File: src/fat_directory_file_search_top_defines.svh
// Assertion macros shared by the directory search modules.
`ifndef FAT_DIRECTORY_FILE_SEARCH_TOP_DEFINES_SVH
`define FAT_DIRECTORY_FILE_SEARCH_TOP_DEFINES_SVH

`ifndef ASSERT_OFF
`define DFS_ASSERT_SAME(label, clk, rst_n, ante, cons) \
    label: assert property (@(posedge clk) disable iff (!rst_n) (ante) |-> (cons)) \
        else $error("assertion failed");
`define DFS_ASSERT_NEXT(label, clk, rst_n, ante, cons) \
    label: assert property (@(posedge clk) disable iff (!rst_n) (ante) |=> (cons)) \
        else $error("assertion failed");
`else
`define DFS_ASSERT_SAME(label, clk, rst_n, ante, cons)
`define DFS_ASSERT_NEXT(label, clk, rst_n, ante, cons)
`endif

`endif

File: src/dfs_pkg.sv
// Types and constants of the FAT directory file search.
package dfs_pkg;

    typedef enum logic [1:0] {
        ST_FOUND     = 2'd0,
        ST_END       = 2'd1,
        ST_EXHAUSTED = 2'd2
    } t_status;

    localparam logic [7:0] DELETED_MARK   = 8'hE5;
    localparam logic [7:0] END_MARK       = 8'h00;
    localparam int         NAME_LEN       = 11;
    localparam logic [4:0] OFF_NAME_END   = 5'd11;
    localparam logic [4:0] OFF_CL_HI_B0   = 5'd20;
    localparam logic [4:0] OFF_CL_HI_B1   = 5'd21;
    localparam logic [4:0] OFF_CL_LO_B0   = 5'd26;
    localparam logic [4:0] OFF_CL_LO_B1   = 5'd27;
    localparam logic [4:0] OFF_SIZE_B0    = 5'd28;
    localparam logic [4:0] OFF_ENTRY_LAST = 5'd31;

    localparam logic [1:0] CFG_WANT_MAIN  = 2'd0;
    localparam logic [1:0] CFG_WANT_EXT   = 2'd1;
    localparam logic [1:0] CFG_FAT32_MODE = 2'd2;

    typedef struct packed {
        logic       kind;
        logic [7:0] dir_byte;
        logic       last;
    } t_in_item;

    typedef struct packed {
        logic [63:0] want_main;
        logic [23:0] want_ext;
        logic        fat32_mode;
    } t_cfg;

    typedef struct packed {
        t_status     status;
        logic [31:0] first_cluster;
        logic [31:0] size_bytes;
    } t_result;

endpackage

File: src/fat_directory_file_search_top.sv
// Top level of the FAT directory file search.
//
//   Channel   Direction  Contents
//   s_axis    in         tuser kind, tdata directory byte, tlast end of area
//   m_axis    out        tuser status, tdata first cluster and size in bytes
//   i_cfg_*   in         register writes: name main, name extension, FAT32 mode
//
// A beat enters the input register, is decided combinationally by the entry scan
// and lands in the result register: one byte per cycle while m_axis is not held.
// A result beat is registered as the byte causing it leaves the input register.
// Reset is synchronous and active low; it clears search, config and valid flags.
// A stalled result stops the input register, and s_axis_tready falls only then.
`include "fat_directory_file_search_top_defines.svh"

module fat_directory_file_search_top (
    input  logic        i_clk,
    input  logic        i_rst_n,
    input  logic        s_axis_tvalid,
    output logic        s_axis_tready,
    input  logic [7:0]  s_axis_tdata,   // [7:0] dir_byte
    input  logic        s_axis_tuser,   // [0] kind
    input  logic        s_axis_tlast,
    output logic        m_axis_tvalid,
    input  logic        m_axis_tready,
    output logic [63:0] m_axis_tdata,   // [31:0] first_cluster, [63:32] size_bytes
    output logic [1:0]  m_axis_tuser,   // [1:0] status
    input  logic        i_cfg_we,
    input  logic [1:0]  i_cfg_idx,
    input  logic [63:0] i_cfg_data
);
    import dfs_pkg::*;

    t_cfg     r_cfg;
    t_in_item in_item;
    t_in_item stage_item;
    logic     stage_valid;
    logic     go;
    logic     res_valid;
    t_result  res;
    t_result  out_res;

    assign in_item = '{kind: s_axis_tuser, dir_byte: s_axis_tdata, last: s_axis_tlast};
    assign go      = stage_valid && (!m_axis_tvalid || m_axis_tready);

    always_ff @(posedge i_clk) begin
        if (!i_rst_n) begin
            r_cfg <= '{want_main: 64'h0, want_ext: 24'h0, fat32_mode: 1'b0};
        end else if (i_cfg_we) begin
            unique case (i_cfg_idx)
                CFG_WANT_MAIN:  r_cfg.want_main  <= i_cfg_data;
                CFG_WANT_EXT:   r_cfg.want_ext   <= i_cfg_data[23:0];
                CFG_FAT32_MODE: r_cfg.fat32_mode <= i_cfg_data[0];
                default:        r_cfg            <= r_cfg;
            endcase
        end
    end

    dfs_in_reg u_in_reg (
        .i_clk   (i_clk),
        .i_rst_n (i_rst_n),
        .i_valid (s_axis_tvalid),
        .o_ready (s_axis_tready),
        .i_item  (in_item),
        .i_go    (go),
        .o_valid (stage_valid),
        .o_item  (stage_item)
    );

    dfs_entry_scan u_scan (
        .i_clk       (i_clk),
        .i_rst_n     (i_rst_n),
        .i_go        (go),
        .i_item      (stage_item),
        .i_cfg       (r_cfg),
        .o_res_valid (res_valid),
        .o_res       (res)
    );

    dfs_out_reg u_out_reg (
        .i_clk   (i_clk),
        .i_rst_n (i_rst_n),
        .i_load  (res_valid),
        .i_res   (res),
        .i_ready (m_axis_tready),
        .o_valid (m_axis_tvalid),
        .o_res   (out_res)
    );

    assign m_axis_tuser = out_res.status;
    assign m_axis_tdata = {out_res.size_bytes, out_res.first_cluster};

    `DFS_ASSERT_SAME(a_zero_unless_found, i_clk, i_rst_n,
        m_axis_tvalid && m_axis_tuser != ST_FOUND, m_axis_tdata == 64'h0)
    `DFS_ASSERT_SAME(a_load_only_when_free, i_clk, i_rst_n,
        res_valid, !m_axis_tvalid || m_axis_tready)

endmodule

File: src/dfs_in_reg.sv
// Input register stage holding one accepted stream beat.
module dfs_in_reg (
    input  logic              i_clk,
    input  logic              i_rst_n,
    input  logic              i_valid,
    output logic              o_ready,
    input  dfs_pkg::t_in_item i_item,
    input  logic              i_go,
    output logic              o_valid,
    output dfs_pkg::t_in_item o_item
);
    import dfs_pkg::*;

    logic     r_valid;
    t_in_item r_item;

    assign o_ready = !r_valid || i_go;
    assign o_valid = r_valid;
    assign o_item  = r_item;

    always_ff @(posedge i_clk) begin
        if (!i_rst_n) begin
            r_valid <= 1'b0;
        end else if (i_valid && o_ready) begin
            r_valid <= 1'b1;
        end else if (i_go) begin
            r_valid <= 1'b0;
        end
    end

    always_ff @(posedge i_clk) begin
        if (i_valid && o_ready) begin
            r_item <= i_item;
        end
    end

endmodule

File: src/dfs_entry_scan.sv
// Directory entry state and per-byte search decision.
`include "fat_directory_file_search_top_defines.svh"

module dfs_entry_scan (
    input  logic              i_clk,
    input  logic              i_rst_n,
    input  logic              i_go,
    input  dfs_pkg::t_in_item i_item,
    input  dfs_pkg::t_cfg     i_cfg,
    output logic              o_res_valid,
    output dfs_pkg::t_result  o_res
);
    import dfs_pkg::*;

    logic [4:0]  r_off,  n_off;
    logic        r_match, n_match;
    logic        r_skip, n_skip;
    logic [15:0] r_hi,   n_hi;
    logic [15:0] r_lo,   n_lo;
    logic [31:0] r_size, n_size;
    logic        r_done, n_done;

    logic [87:0] want_all;
    logic [7:0]  want_tab [16];
    logic        hit;
    t_result     res;

    assign want_all = {i_cfg.want_ext, i_cfg.want_main};

    always_comb begin
        for (int k = 0; k < 16; k++) begin
            want_tab[k] = 8'h00;
        end
        for (int k = 0; k < NAME_LEN; k++) begin
            want_tab[k] = want_all[8*k +: 8];
        end
    end

    always_comb begin
        n_off   = r_off;
        n_match = r_match;
        n_skip  = r_skip;
        n_hi    = r_hi;
        n_lo    = r_lo;
        n_size  = r_size;
        n_done  = r_done;
        hit     = 1'b0;
        res     = '{status: ST_EXHAUSTED, first_cluster: 32'h0, size_bytes: 32'h0};
        if (i_go) begin
            if (i_item.kind) begin
                n_off   = 5'd0;
                n_match = 1'b1;
                n_skip  = 1'b0;
                n_hi    = 16'h0;
                n_lo    = 16'h0;
                n_size  = 32'h0;
                n_done  = 1'b0;
            end else if (!r_done) begin
                if (r_off == 5'd0 && i_item.dir_byte == END_MARK) begin
                    n_done     = 1'b1;
                    hit        = 1'b1;
                    res.status = ST_END;
                end else begin
                    if (r_off == 5'd0 && i_item.dir_byte == DELETED_MARK) begin
                        n_skip = 1'b1;
                    end
                    if (r_off < OFF_NAME_END && i_item.dir_byte != want_tab[r_off[3:0]]) begin
                        n_match = 1'b0;
                    end
                    priority if (r_off == OFF_CL_HI_B0) begin
                        n_hi[7:0] = i_item.dir_byte;
                    end else if (r_off == OFF_CL_HI_B1) begin
                        n_hi[15:8] = i_item.dir_byte;
                    end else if (r_off == OFF_CL_LO_B0) begin
                        n_lo[7:0] = i_item.dir_byte;
                    end else if (r_off == OFF_CL_LO_B1) begin
                        n_lo[15:8] = i_item.dir_byte;
                    end else if (r_off >= OFF_SIZE_B0) begin
                        n_size[{r_off[1:0], 3'b000} +: 8] = i_item.dir_byte;
                    end else begin
                        n_size = r_size;
                    end
                    if (r_off == OFF_ENTRY_LAST) begin
                        if (!n_skip && n_match) begin
                            n_done            = 1'b1;
                            hit               = 1'b1;
                            res.status        = ST_FOUND;
                            res.first_cluster = i_cfg.fat32_mode ? {n_hi, n_lo}
                                                                 : {16'h0, n_lo};
                            res.size_bytes    = n_size;
                        end else begin
                            n_off   = 5'd0;
                            n_match = 1'b1;
                            n_skip  = 1'b0;
                            n_hi    = 16'h0;
                            n_lo    = 16'h0;
                            n_size  = 32'h0;
                        end
                    end else begin
                        n_off = r_off + 5'd1;
                    end
                    if (!hit && i_item.last) begin
                        n_done     = 1'b1;
                        hit        = 1'b1;
                        res.status = ST_EXHAUSTED;
                    end
                end
            end
        end
    end

    assign o_res_valid = hit;
    assign o_res       = res;

    always_ff @(posedge i_clk) begin
        if (!i_rst_n) begin
            r_off   <= 5'd0;
            r_match <= 1'b1;
            r_skip  <= 1'b0;
            r_hi    <= 16'h0;
            r_lo    <= 16'h0;
            r_size  <= 32'h0;
            r_done  <= 1'b0;
        end else begin
            r_off   <= n_off;
            r_match <= n_match;
            r_skip  <= n_skip;
            r_hi    <= n_hi;
            r_lo    <= n_lo;
            r_size  <= n_size;
            r_done  <= n_done;
        end
    end

    `DFS_ASSERT_SAME(a_no_result_on_restart, i_clk, i_rst_n, i_go && i_item.kind, !o_res_valid)
    `DFS_ASSERT_NEXT(a_done_after_result, i_clk, i_rst_n, o_res_valid, r_done)

endmodule

File: src/dfs_out_reg.sv
// Result register that holds one beat until the sink takes it.
module dfs_out_reg (
    input  logic             i_clk,
    input  logic             i_rst_n,
    input  logic             i_load,
    input  dfs_pkg::t_result i_res,
    input  logic             i_ready,
    output logic             o_valid,
    output dfs_pkg::t_result o_res
);
    import dfs_pkg::*;

    logic    r_valid;
    t_result r_res;

    assign o_valid = r_valid;
    assign o_res   = r_res;

    always_ff @(posedge i_clk) begin
        if (!i_rst_n) begin
            r_valid <= 1'b0;
        end else if (i_load) begin
            r_valid <= 1'b1;
        end else if (i_ready) begin
            r_valid <= 1'b0;
        end
    end

    always_ff @(posedge i_clk) begin
        if (i_load) begin
            r_res <= i_res;
        end
    end

endmodule
File: config.mk
export PLATFORM = sky130hd
export DESIGN_NAME = fat_directory_file_search_top
export DESIGN_NICKNAME = d
export VERILOG_FILES = /design/src/dfs_pkg.sv /design/src/fat_directory_file_search_top.sv /design/src/dfs_in_reg.sv /design/src/dfs_entry_scan.sv /design/src/dfs_out_reg.sv
export VERILOG_INCLUDE_DIRS = /design/src /design/src/src
export SDC_FILE = /design/constraint.sdc
export NUM_CORES = 1
export LEC_CHECK = 0
export BUFFER_PORTS_ARGS = -buffer_cell sky130_fd_sc_hd__clkbuf_2
export CORE_ASPECT_RATIO = 1.75
export CORE_MARGIN = 2
export CORE_UTILIZATION = 45
export CTS_BUF_LIST = sky130_fd_sc_hd__clkbuf_4 sky130_fd_sc_hd__clkbuf_8
export DETAILED_ROUTE_END_ITERATION = 12
export GPL_TIMING_DRIVEN = 0
export HOLD_SLACK_MARGIN = 0.02
export PLACE_DENSITY = 0.69
export SLEW_MARGIN = 25
export SYNTH_ARGS = -nofsm -noshare
export SYNTH_HDL_FRONTEND = slang
export SYNTH_HIERARCHICAL = 1
export SYNTH_SLANG_ARGS = --single-unit
File: constraint.sdc
create_clock -name i_clk -period 5.7 [get_ports i_clk]
set_input_delay 0.57 -clock i_clk [delete_from_list [all_inputs] [get_ports i_clk]]
set_output_delay 0.57 -clock i_clk [all_outputs]
set_load 0.01 [all_outputs]
==> results of run 1 <==
==> cell families after synthesis <==
kind of cell	after synthesis
buffers and inverters	90
and+or+nand+nor	340
DFF	239
muxes	142
adders and majority gates	7
xor gates and xnor gates	8
AOI/OAI and AO/OA	173
==> stage by stage <==
step / setup TNS [ns] / setup WS, ns / utilization, % / total power [mW]
final: 0 / 1.27 / 53.5 / 3.51
after global routing: 0 / 1.04 / 53.5 / 3.63
after CTS: 0 / 1.26 / 53.5 / 3.54
after floorplan: 0 / 0.865 / - / 2.04
after global placement: -7.80 / -0.131 / 50.2 / 2.15
after detailed placement: 0 / 1.27 / 50.5 / 2.16
==> routing by layer <==
| metal | up-vias | routed length, um | GRT usage, % | part of all wire, % |
|---|---|---|---|---|
| met5 | - | 0 | 0 | 0 |
| met3 | 73 | 1270 | 2.70 | 4.5 |
| met4 | 0 | 1370 | 11.4 | 4.8 |
| met2 | 266 | 15700 | 42.6 | 56 |
| met1 | 3910 | 9970 | 23.8 | 35 |
| li1 | 3983 | - | - | - |
==> layout make-up <==
cell class / instances / share of cell area (%)
sequential: 239 / 43.7
clock inverter: 11 / 0.680
inverter: 16 / 0.473
buffer: 74 / 3.60
tap: 308 / 3.03
clock buffer: 50 / 4.88
timing repair buffer: 150 / 6.21
multi-input combinational: 670 / 37.5
==> flip-flops by register name (all words and copies together), names as in the netlist <==
register           flops
u_scan/r_lo           16
u_scan/r_off           5
u_in_reg/o_item       10
u_scan/r_hi           16
u_scan/r_skip          1
r_cfg                 89
u_out_reg/o_valid      1
u_scan/r_size         32
u_in_reg/o_valid       1
u_scan/r_match         1
u_scan/r_done          1
u_out_reg/o_res       66
==> final timing paths <==
kind / startpoint / to / slack (ns) / cells past startpoint
max: u_scan/r_off[0]$_SDFFE_PN0P_ / u_out_reg/o_res[52]$_DFFE_PP_ / 1.27 / 13
min: s_axis_tuser / u_in_reg/o_item[9]$_DFFE_PP_ / 0.23 / 1
max reg2reg: u_scan/r_off[0]$_SDFFE_PN0P_ / u_out_reg/o_res[52]$_DFFE_PP_ / 1.27 / 13
min reg2reg: r_cfg[43]$_SDFFE_PN0P_ / r_cfg[43]$_SDFFE_PN0P_ / 0.46 / 2
==> power groups by stage <==
stage / clock [mW] / combinational, mW / sequential, mW
after global routing: 1.49 / 0.324 / 1.82
after detailed placement: 0 / 0.301 / 1.86
final: 1.39 / 0.301 / 1.82
after CTS: 1.42 / 0.301 / 1.82
after global placement: 0 / 0.294 / 1.86
after floorplan: 0 / 0.177 / 1.86
==> cell usage after synthesis (9+ instances only) <==
master    count  area [um^2]
a21oi_1      26          130
inv_1        16         60.1
buf_2        13         65.1
nand2b_1      9         56.3
nor2_1       49          184
clkbuf_1     41          154
a22oi_1      35          263
edfxtp_1     76         2280
mux4_2       11          248
dfxtp_1     163         3260
nand2_1     210          788
a22o_1       64          561
mux2i_1     125         1250
nor3b_1      19          143
==> worst register-to-register path, stage by stage (launching register included) <==
cell and delay [ns]:
dfxtp_1 0.42, buf_6 0.20, buf_2 0.34, mux2_1 0.38, a221oi_1 0.25, a221oi_1 0.14
a211o_1 0.30, o31a_1 0.30, or3_1 0.32, buf_6 0.18, nor3_1 0.40, o31a_2 0.44
buf_16 0.23, buf_12 0.22
==> key figures, run 1 <==
Outcome
  • Status: finished, final reports clean

Finish
  • Most common cell after layout, fill and taps aside: nand2_1
  • Fill count: 2171
  • Area Overhead vs Synth: 17.6%
  • Diode count: 0
  • Reg area: 0.00555 mm^2
  • Area of the multi-input gates: 0.00476 mm^2
  • Nets: 1274
  • Finished Cell Area: about 0.013 mm^2
  • Most frequent cells in the layout: nand2_1 (210), dfxtp_1 (163), clkbuf_2 (148)
  • Cell Count, Final, Fillers Out: 1518
  • Share of cells above drive strength 1: 22.6%

Floorplan
  • Die W: 121 um
  • CORE AREA: 0.0237 mm^2
  • Die Span Y: 209 um
  • Rows: 75
  • Initial Util: 45.5%
  • DIE AREA: 0.0253 mm^2
  • Top Ports: 149

Clocking
  • Clk pin slew, worst setup/hold paths: 0.07 ns
  • PostCTS Resize Cnt: 0
  • Root Driver: clkbuf_8
  • Post-CTS Setup Bufs: 0
  • Worst skew pair latency: 0.54 ns
  • Clk buf depth: 3
  • Clock sinks: between 200 and 250
  • CTS buffer count: 35
  • CTS tree: yes
  • CTS Hold Bufs: 0
  • Clock H-tree levels: 2

Pwr
  • Clock power share: 39.6%
  • PwrDens: 276 mW/mm^2
  • Internal power: 2.66 mW
  • Lkg Pwr: between 4 and 5 nW
  • Net Switching: 0.846 mW
  • Combinational Power Share: 8.6%
  • Max VDD drop: about 0.19 mV
  • Reg power frac: 51.8%
  • Switching share of total power: between 20 and 25%

Setup path
  • Crit-path leading delay family: compound AO/OA/AOI/OAI gates
  • WP data required: 5.94 ns
  • Data arrival time at the worst-slack endpoint: roughly 4.7 ns
  • Critical path type: flop to flop
  • Buffers & Inverters on Critical Path: 5
  • Slowest-stage cell, CP: o31a_2
  • CP endpoint kind: flop
  • CP peak stage delay: 0.44 ns
  • Crit start category: flop
  • Worst-path maximum fanout: 32
  • Crit-path cells: buf_6 > buf_2 > mux2_1 > a221oi_1 > a221oi_1 > a211o_1 > o31a_1 > or3_1 > buf_6 > nor3_1 > o31a_2 > buf_16 > buf_12

Place
  • GPL Wtd Cong: slightly above 0.9
  • Port bufs: 148
  • Placed insts: 1457
  • Dpl hpwl: 21.2 mm
  • Area after DPL: 0.0120 mm^2

Synthesis
  • Synth Instances: 999
  • Synth Area in Adders: 0.811%
  • Yosys reg bits: 239
  • Main flop type after synthesis: dfxtp_1
  • Syn. warnings: 6
  • Xor/xnor cell area share of the yosys netlist: less than 1%
  • Post-synthesis compound-gate area fraction: between 10% and 20%
  • Mean Syn Cell Area: 10.8 um^2
  • Synthesized area: 0.0108 mm^2
  • Ys async rst share: 0%
  • Post-synthesis simple-gate area fraction: 14.3%
  • Mux contribution to synthesized area: 14.5%
  • Synth Net Count: about 1.1k
  • Synth unique cells: 59
  • Number of synthesized flops with an enable pin: 76
  • Combinational family with the most area after synthesis: multiplexers
  • Post-synthesis sequential area ratio: between 50% and 60%

Detailed routing
  • Vias per inst: around 5.4
  • DRT iter0 DRCs: 550
  • Total routed wirelength: 28.3 mm
  • Drt drc: 0
  • Antenna-violating nets left: 0
  • Via count: 8232
  • Avg WL per Cell: around 19 um
  • DR pass1 iterations: 5

STA
  • Max Slew Vio Count: 0
  • F_max: 226 MHz
  • Final worst path period share: around 80%
  • Final hold slack: 0.231 ns
  • Final Hold Viols: 0
  • Slew margin rel.: 32.8%
  • Fin crit period: approximately 4.4 ns
  • Actual slew at the worst max-slew pin: between 1 and 1.5 ns
  • Setup Skew: 0.0274 ns
  • Final setup vio count: 0
  • RSZ-0062 raised after global routing: false

Worst hold path
  • Hold Path Class: primary input to flop

Global routing
  • Global-route total usage across every layer: 22.5%
  • GRT overflow: 0
  • Vias in the first global route: 8271
  • First-pass GRT wire length: 44.0 mm
  • Largest net degree at the start of global routing: 33
  • Initial antenna violation count: 0

Flow run
  • Max Cap Viol: 0
No activity file was read; power rests on OpenSTA's default activity.
==> run 2, diff against run 1 <==
--- a/config.mk
+++ b/config.mk
@@ -6,6 +6,7 @@
 export SDC_FILE = /design/constraint.sdc
 export NUM_CORES = 1
 export LEC_CHECK = 0
+export ABC_AREA = 1
 export BUFFER_PORTS_ARGS = -buffer_cell sky130_fd_sc_hd__clkbuf_2
 export CORE_ASPECT_RATIO = 1.75
 export CORE_MARGIN = 2
@@ -14,7 +15,7 @@
 export DETAILED_ROUTE_END_ITERATION = 12
 export GPL_TIMING_DRIVEN = 0
 export HOLD_SLACK_MARGIN = 0.02
-export PLACE_DENSITY = 0.69
+export PLACE_DENSITY = 0.68
 export SLEW_MARGIN = 25
 export SYNTH_ARGS = -nofsm -noshare
 export SYNTH_HDL_FRONTEND = slang
==> constraint.sdc (replaced) <==
create_clock -name i_clk -period 4.6 [get_ports i_clk]
set_input_delay 0.46 -clock i_clk [delete_from_list [all_inputs] [get_ports i_clk]]
set_output_delay 0.46 -clock i_clk [all_outputs]
set_load 0.01 [all_outputs]
==> key figures, run 2 <==
Outcome
  • Status: finished, final reports clean

Finish
  • Share of cells above drive strength 1: between 10% and 20%
  • Reg area: 0.00555 mm^2
  • Nets: slightly below 2k
  • Most frequent cells in the layout: nand2_1 (395), inv_1 (217), nor2_1 (214)
  • Diode count: 0
  • Top reg by flops: r_cfg
  • Area of the multi-input gates: 0.00493 mm^2
  • Fill count: 2663
  • Core Util, Final: 53.2%
  • Most common cell after layout, fill and taps aside: nand2_1
  • Max reg flops: 89
  • Area Overhead vs Synth: 15.9%

Worst hold path
  • Hold path start: s_axis_tlast
  • Hold path depth: 1
  • Worst min-delay path endpoint: u_in_reg/o_item[0]$_DFFE_PP_
  • Hold Path Class: primary input to flop

Pwr
  • Max VDD drop: 0.218 mV
  • Tot Pwr: 4.60 mW
  • PwrDens: 333 mW/mm^2
  • Lkg Pwr: 5.83 nW

Detailed routing
  • Vias per inst: 5.09
  • Antenna-violating nets left: 0
  • DR pass1 iterations: 6
  • Drt drc: 0
  • Via count: about 11k
  • DRT iter0 DRCs: 696
  • Avg WL per Cell: 15.8 um
  • Total routed wirelength: 34.5 mm

Floorplan
  • CORE AREA: ~0.026 mm^2
  • Rows: 78
  • Die W: 127 um
  • Top Ports: 149
  • Die Span Y: 219 um
  • Initial Util: 45.9%
  • DIE AREA: around 0.028 mm^2

STA
  • Fin crit period: 3.38 ns
  • Slew margin rel.: 49.1%
  • F_max: between 200 and 300 MHz
  • Setup Skew: approximately 0.023 ns
  • RSZ-0062 raised after global routing: false
  • Actual slew at the worst max-slew pin: 0.764 ns
  • Final worst path period share: 73.5%
  • TNS Setup: 0 ns
  • Max Slew Vio Count: 0
  • Final setup vio count: 0
  • Final Hold Viols: 0

Synthesis
  • Synth top area share: 27.4%
  • Main flop type after synthesis: dfxtp_1
  • Most frequent cells after synthesis: nand2_1 (395), inv_1 (218), nor2_1 (214)
  • Syn. warnings: 6
  • Yosys reg bits: 239
  • Mean Syn Cell Area: 7.23 um^2
  • Most numerous cell in the Yosys netlist: nand2_1
  • Ys async rst share: 0%
  • Post-synthesis sequential area ratio: 46.6%
  • Synth unique cells: 35
  • Synthesized area: 0.0119 mm^2
  • Synth Instances: 1646
  • Synth Net Count: 1734
  • Largest cells by area after synthesis: dfxtp_1 (27%), edfxtp_1 (19%), nand2_1 (12%)
  • Number of synthesized flops with an enable pin: 76
  • Synth area leader: dfxtp_1

Clocking
  • Clk pin slew, worst setup/hold paths: about 0.070 ns
  • Post-CTS Setup Bufs: 0
  • Worst skew pair latency: 0.55 ns
  • CTS tree: yes
  • CTS buffer count: 36
  • Clock sinks: 239
  • Root Driver: clkbuf_8
  • Clk buf depth: 3
  • PostCTS Resize Cnt: 0
  • Clock H-tree levels: 2
  • CTS Hold Bufs: 0

Setup path
  • Data arrival time at the worst-slack endpoint: about 3.6 ns
  • Worst-path maximum fanout: 57
  • Reg2reg end: u_out_reg/o_res[8]$_DFFE_PP_
  • WP data required: 4.82 ns
  • Worst R2R Start: u_scan/r_off[0]$_SDFFE_PN0P_
  • Crit start category: flop
  • CP endpoint kind: flop
  • Worst-case reg-to-reg path depth: 18
  • Critical path type: flop to flop
  • Internal reg-to-reg setup slack: 1.22 ns

Global routing
  • Vias in the first global route: 10.9k
  • Initial antenna violation count: 0
  • Global-route total usage across every layer: 25.0%
  • Largest net degree at the start of global routing: 58
  • First-pass GRT wire length: 54.5 mm
  • GRT overflow: 0

Flow run
  • Max Cap Viol: 0

Place
  • Dpl hpwl: 26.6 mm
  • Port bufs: ~150
  • GPL Wtd Cong: 0.946
-- run 2: area by class of cell --
| cell class | count | share of cell area [%] |
|---|---|---|
| sequential | 239 | 40.2 |
| multi-input combinational | 1079 | 35.7 |
| inverter | 230 | 6.29 |
| timing repair buffer | 149 | 5.57 |
| clock buffer | 47 | 4.37 |
| buffer | 98 | 4.15 |
| tap | 320 | 2.90 |
| clock inverter | 19 | 0.843 |
-- run 2: power breakdown --
group / total, mW / switching [mW] / internal (mW)
sequential: 2.28 / 0.0431 / 2.24
combinational: 0.567 / 0.388 / 0.179
clock: 1.75 / 0.828 / 0.920
-- run 2: through the flow --
step / cells / worst slack (ns) / hold slack, ns / instance area, um^2
2_1_floorplan: 1646 / 1.15 / 0.441 / 11900
3_3_place_gp: 2114 / -0.00275 / 0.449 / 13000
3_5_place_dp: 2115 / 1.27 / 0.455 / 13100
4_1_cts: 2181 / 1.26 / 0.0615 / 13800
5_1_grt: 2181 / 0.995 / 0.0677 / 13800
6_report: 2181 / 1.22 / 0.0906 / 13800
-- run 2: how the worst max path moves through the flow --
stage                                 startpoint                       endpoint  slack, ns
floorplan           u_scan/r_off[0]$_SDFFE_PN0P_   u_out_reg/o_res[0]$_DFFE_PP_       1.15
global placement    u_scan/r_off[0]$_SDFFE_PN0P_  u_out_reg/o_res[18]$_DFFE_PP_     -0.003
detailed placement  u_scan/r_off[0]$_SDFFE_PN0P_  u_out_reg/o_res[18]$_DFFE_PP_       1.27
CTS                 u_scan/r_off[0]$_SDFFE_PN0P_  u_out_reg/o_res[13]$_DFFE_PP_       1.26
global route        u_scan/r_off[0]$_SDFFE_PN0P_  u_out_reg/o_res[12]$_DFFE_PP_       0.99
finish              u_scan/r_off[0]$_SDFFE_PN0P_   u_out_reg/o_res[8]$_DFFE_PP_       1.22
-- run 2: logic make-up (layout without fill, tap and decap cells) --
family | count (synthesis) | in the layout | share of synthesized area [%]
buffers and inverters | 328 | 543 | 12.1
adders and majority gates | 7 | 7 | 0.735
AOI/OAI and AO/OA | 224 | 224 | 9.90
and+or+nand+nor | 848 | 848 | 30.7
DFF | 239 | 239 | 46.6
-- run 2: layer usage --
layer / share of wire, % / up-vias / global-route usage, %
met2: 53 / 354 / 47.9
met4: 7.9 / 0 / 17.9
li1: - / 5594 / -
met5: 0 / - / 0
met1: 34 / 5007 / 23.8
met3: 4.2 / 142 / 3.71
-- run 2: critical path, cell delays in order, from the launching register on --
cell	delay [ns]
dfxtp_1	0.45
buf_4	0.23
nand2_1	0.18
inv_1	0.35
nand2_1	0.09
nand3_1	0.16
nand2_1	0.13
nand3_1	0.09
nand2_1	0.05
nand2_1	0.05
nand2_1	0.05
nor2_1	0.12
nand2_1	0.11
nand2_2	0.11
nand4_2	0.15
nand3_1	0.14
nand2_1	0.09
inv_4	0.16
buf_16	0.27
==> run 3, diff against run 2 <==
--- a/config.mk
+++ b/config.mk
@@ -15,7 +15,7 @@
 export DETAILED_ROUTE_END_ITERATION = 12
 export GPL_TIMING_DRIVEN = 0
 export HOLD_SLACK_MARGIN = 0.02
-export PLACE_DENSITY = 0.68
+export PLACE_DENSITY = 0.71
 export SLEW_MARGIN = 25
 export SYNTH_ARGS = -nofsm -noshare
 export SYNTH_HDL_FRONTEND = slang
==> constraint.sdc (replaced) <==
create_clock -name i_clk -period 2.82 [get_ports i_clk]
set_input_delay 0.282 -clock i_clk [delete_from_list [all_inputs] [get_ports i_clk]]
set_output_delay 0.282 -clock i_clk [all_outputs]
set_load 0.01 [all_outputs]
==> key figures, run 3 (synthesis results as in run 2) <==
Outcome
  • Status: complete, but fails checks
  • Failing checks: setup timing

Pwr
  • Clock power share: approximately 40%
  • Internal power: 5.80 mW
  • Max VDD drop: 0.493 mV
  • Net Switching: around 2.1 mW
  • Reg power frac: 47.1%
  • Combinational Power Share: 13.3%
  • Lkg Pwr: approximately 6.3 nW
  • Switching share of total power: 26.7%
  • PwrDens: 536 mW/mm^2

Global routing
  • Global-route total usage across every layer: 25.7%
  • Largest net degree at the start of global routing: 20
  • First-pass GRT wire length: 55.8 mm
  • Initial antenna violation count: 0
  • Vias in the first global route: 11.1k
  • GRT overflow: 0

Setup path
  • WP data required: 3.09 ns
  • Worst R2R Start: u_scan/r_off[0]$_SDFFE_PN0P_
  • Worst-path maximum fanout: 12
  • Worst-case reg-to-reg path depth: 19
  • CP endpoint kind: flop
  • Crit start category: flop
  • Reg2reg end: u_out_reg/o_res[59]$_DFFE_PP_
  • Critical path type: flop to flop
  • Internal reg-to-reg setup slack: -0.04 ns
  • Data arrival time at the worst-slack endpoint: 3.12 ns

Clocking
  • Root Driver: clkbuf_8
  • Clk pin slew, worst setup/hold paths: 0.07 ns
  • Clock H-tree levels: 2
  • CTS buffer count: 36
  • Clock sinks: ~240
  • Worst skew pair latency: approximately 0.57 ns
  • Clk buf depth: 3
  • CTS tree: yes

Floorplan
  • CORE AREA: 0.0260 mm^2
  • Initial Util: 45.9%
  • Rows: 78
  • Die W: 127 um
  • DIE AREA: between 0.02 and 0.03 mm^2
  • Top Ports: 149
  • Die Span Y: 219 um

Detailed routing
  • Drt drc: 0
  • Avg WL per Cell: 16.1 um
  • DR pass1 iterations: 8
  • DRT iter0 DRCs: 852
  • Via count: 11.4k
  • Total routed wirelength: approximately 36 mm
  • Antenna-violating nets left: 0
  • Vias per inst: 5.09

Place
  • Dpl hpwl: 26.9 mm
  • Pre-CTS WS: -0.490 ns
  • GPL Wtd Cong: about 0.95
  • Area after DPL: 0.0131 mm^2
  • Port bufs: 148

Finish
  • Nets: 1981
  • Most frequent cells in the layout: nand2_1 (391), inv_1 (216), nor2_1 (213)
  • Core Util, Final: 56.9%
  • Finished Cell Area: 0.0148 mm^2
  • Area Overhead vs Synth: 23.9%
  • Share of cells above drive strength 1: 18.9%
  • Max reg flops: 89
  • Most common cell after layout, fill and taps aside: nand2_1
  • Fill count: 2476
  • Top reg by flops: r_cfg

STA
  • Final setup vio count: 29
  • Slew margin rel.: 37.8%
  • Fin crit period: about 2.9 ns
  • Final worst path period share: 101%
  • F_max: 350 MHz
  • Actual slew at the worst max-slew pin: 0.933 ns
  • Setup ws final: -0.0352 ns
  • Final Hold Viols: 0
  • Max Slew Vio Count: 0
  • RSZ-0062 raised after global routing: true
  • Setup Skew: ~0.028 ns

Worst hold path
  • Hold path start: i_cfg_data[45]
  • Hold Path Class: primary input to flop
  • Hold path depth: 5
  • Worst min-delay path endpoint: r_cfg[70]$_SDFFE_PN0P_

Flow run
  • Max Cap Viol: 0
==> run 3: cell types whose count changed in the layout (fill, tap and decap cells not counted), sizes merged <==
cell / before / now
inv: 224 / 223
diode: 0 / 1
dlygate4sd3: 0 / 42
clkinv: 22 / 13
buf: 64 / 75
bufinv: 1 / 3
clkinvlp: 2 / 6
clkbuf: 230 / 241
==> run 3: layer usage <==
| metal | track usage, % | vias to the layer above | wire length [um] |
|---|---|---|---|
| met2 | 49.5 | 393 | 19700 |
| met1 | 24.2 | 5162 | 12200 |
| met5 | 0 | - | 0 |
| li1 | - | 5723 | - |
| met3 | 3.83 | 140 | 1600 |
| met4 | 18.6 | 0 | 2610 |
==> run 3: power groups by stage <==
stage / Clock, mW / Sequential [mW] / Combinational (mW)
6_report: 3.14 / 3.73 / 1.05
2_1_floorplan: 0 / 3.79 / 0.590
3_5_place_dp: 0 / 3.80 / 0.921
3_3_place_gp: 0 / 3.80 / 0.911
5_1_grt: 3.35 / 3.73 / 1.15
4_1_cts: 3.20 / 3.73 / 0.990
==> run 3: critical path, cell delays in order (launching register included) <==
cell and delay (ns):
dfxtp_4 0.37, buf_12 0.15, inv_8 0.10, buf_12 0.16, nand2_1 0.06, nand3_1 0.06
nand3_1 0.15, nand2_1 0.13, nand4_1 0.10, nand2_1 0.11, nand2_1 0.05, nor2_1 0.12
nand2_1 0.10, nand2_2 0.13, nand4_4 0.15, nand3_4 0.11, nand2_4 0.08, clkinvlp_4 0.10
buf_12 0.15, clkbuf_16 0.16
==> run 3: metrics by stage <==
step	std cells	setup TNS, ns	hold WS [ns]	power [mW]
detailed placement	2115	-43.08	0.454	4.72
floorplan	1646	-5.36	0.381	4.38
CTS	2229	-1.11	0.0208	7.91
finish	2242	-0.384	0.0419	7.92
global placement	2114	-75.12	0.449	4.71
global route	2241	-1.57	0.0492	8.24
==> run 3: timing repair <==
action	CTS	global route
gates resized for setup	18	47
pin swaps	1	2
endpoints found under the setup margin	168	179
hold endpoints to repair	43	0
gates cloned	3	4
buffers inserted	3	8
hold buffers	42	0
==> run 3: area by class of cell <==
type | instances | area, um^2 | share of cell area (%)
diodes | 1 | 2.50 | 0.0170
clock buffers | 52 | 647 | 4.38
multi-input cells | 1079 | 5020 | 34.0
repair buffers | 208 | 1420 | 9.60
plain buffers | 98 | 682 | 4.62
flip-flops and latches | 239 | 5550 | 37.6
well taps | 320 | 400 | 2.71
clock inverters | 14 | 149 | 1.01
repair inverters | 1 | 7.51 | 0.0509
inverters | 230 | 881 | 5.97
==> run 3: how the worst max path moves through the flow <==
stage,slack (ns),to,startpoint,depth (start not counted)
global placement,-0.91,u_out_reg/o_res[12]$_DFFE_PP_,u_scan/r_off[0]$_SDFFE_PN0P_,16
detailed placement,-0.49,u_out_reg/o_res[16]$_DFFE_PP_,u_scan/r_off[0]$_SDFFE_PN0P_,17
CTS,-0.05,u_out_reg/o_res[59]$_DFFE_PP_,u_scan/r_off[0]$_SDFFE_PN0P_,19
global route,-0.06,u_out_reg/o_res[59]$_DFFE_PP_,u_scan/r_off[0]$_SDFFE_PN0P_,21
finish,-0.04,u_out_reg/o_res[59]$_DFFE_PP_,u_scan/r_off[0]$_SDFFE_PN0P_,19
floorplan,-0.08,u_out_reg/o_res[0]$_DFFE_PP_,u_scan/r_off[0]$_SDFFE_PN0P_,19
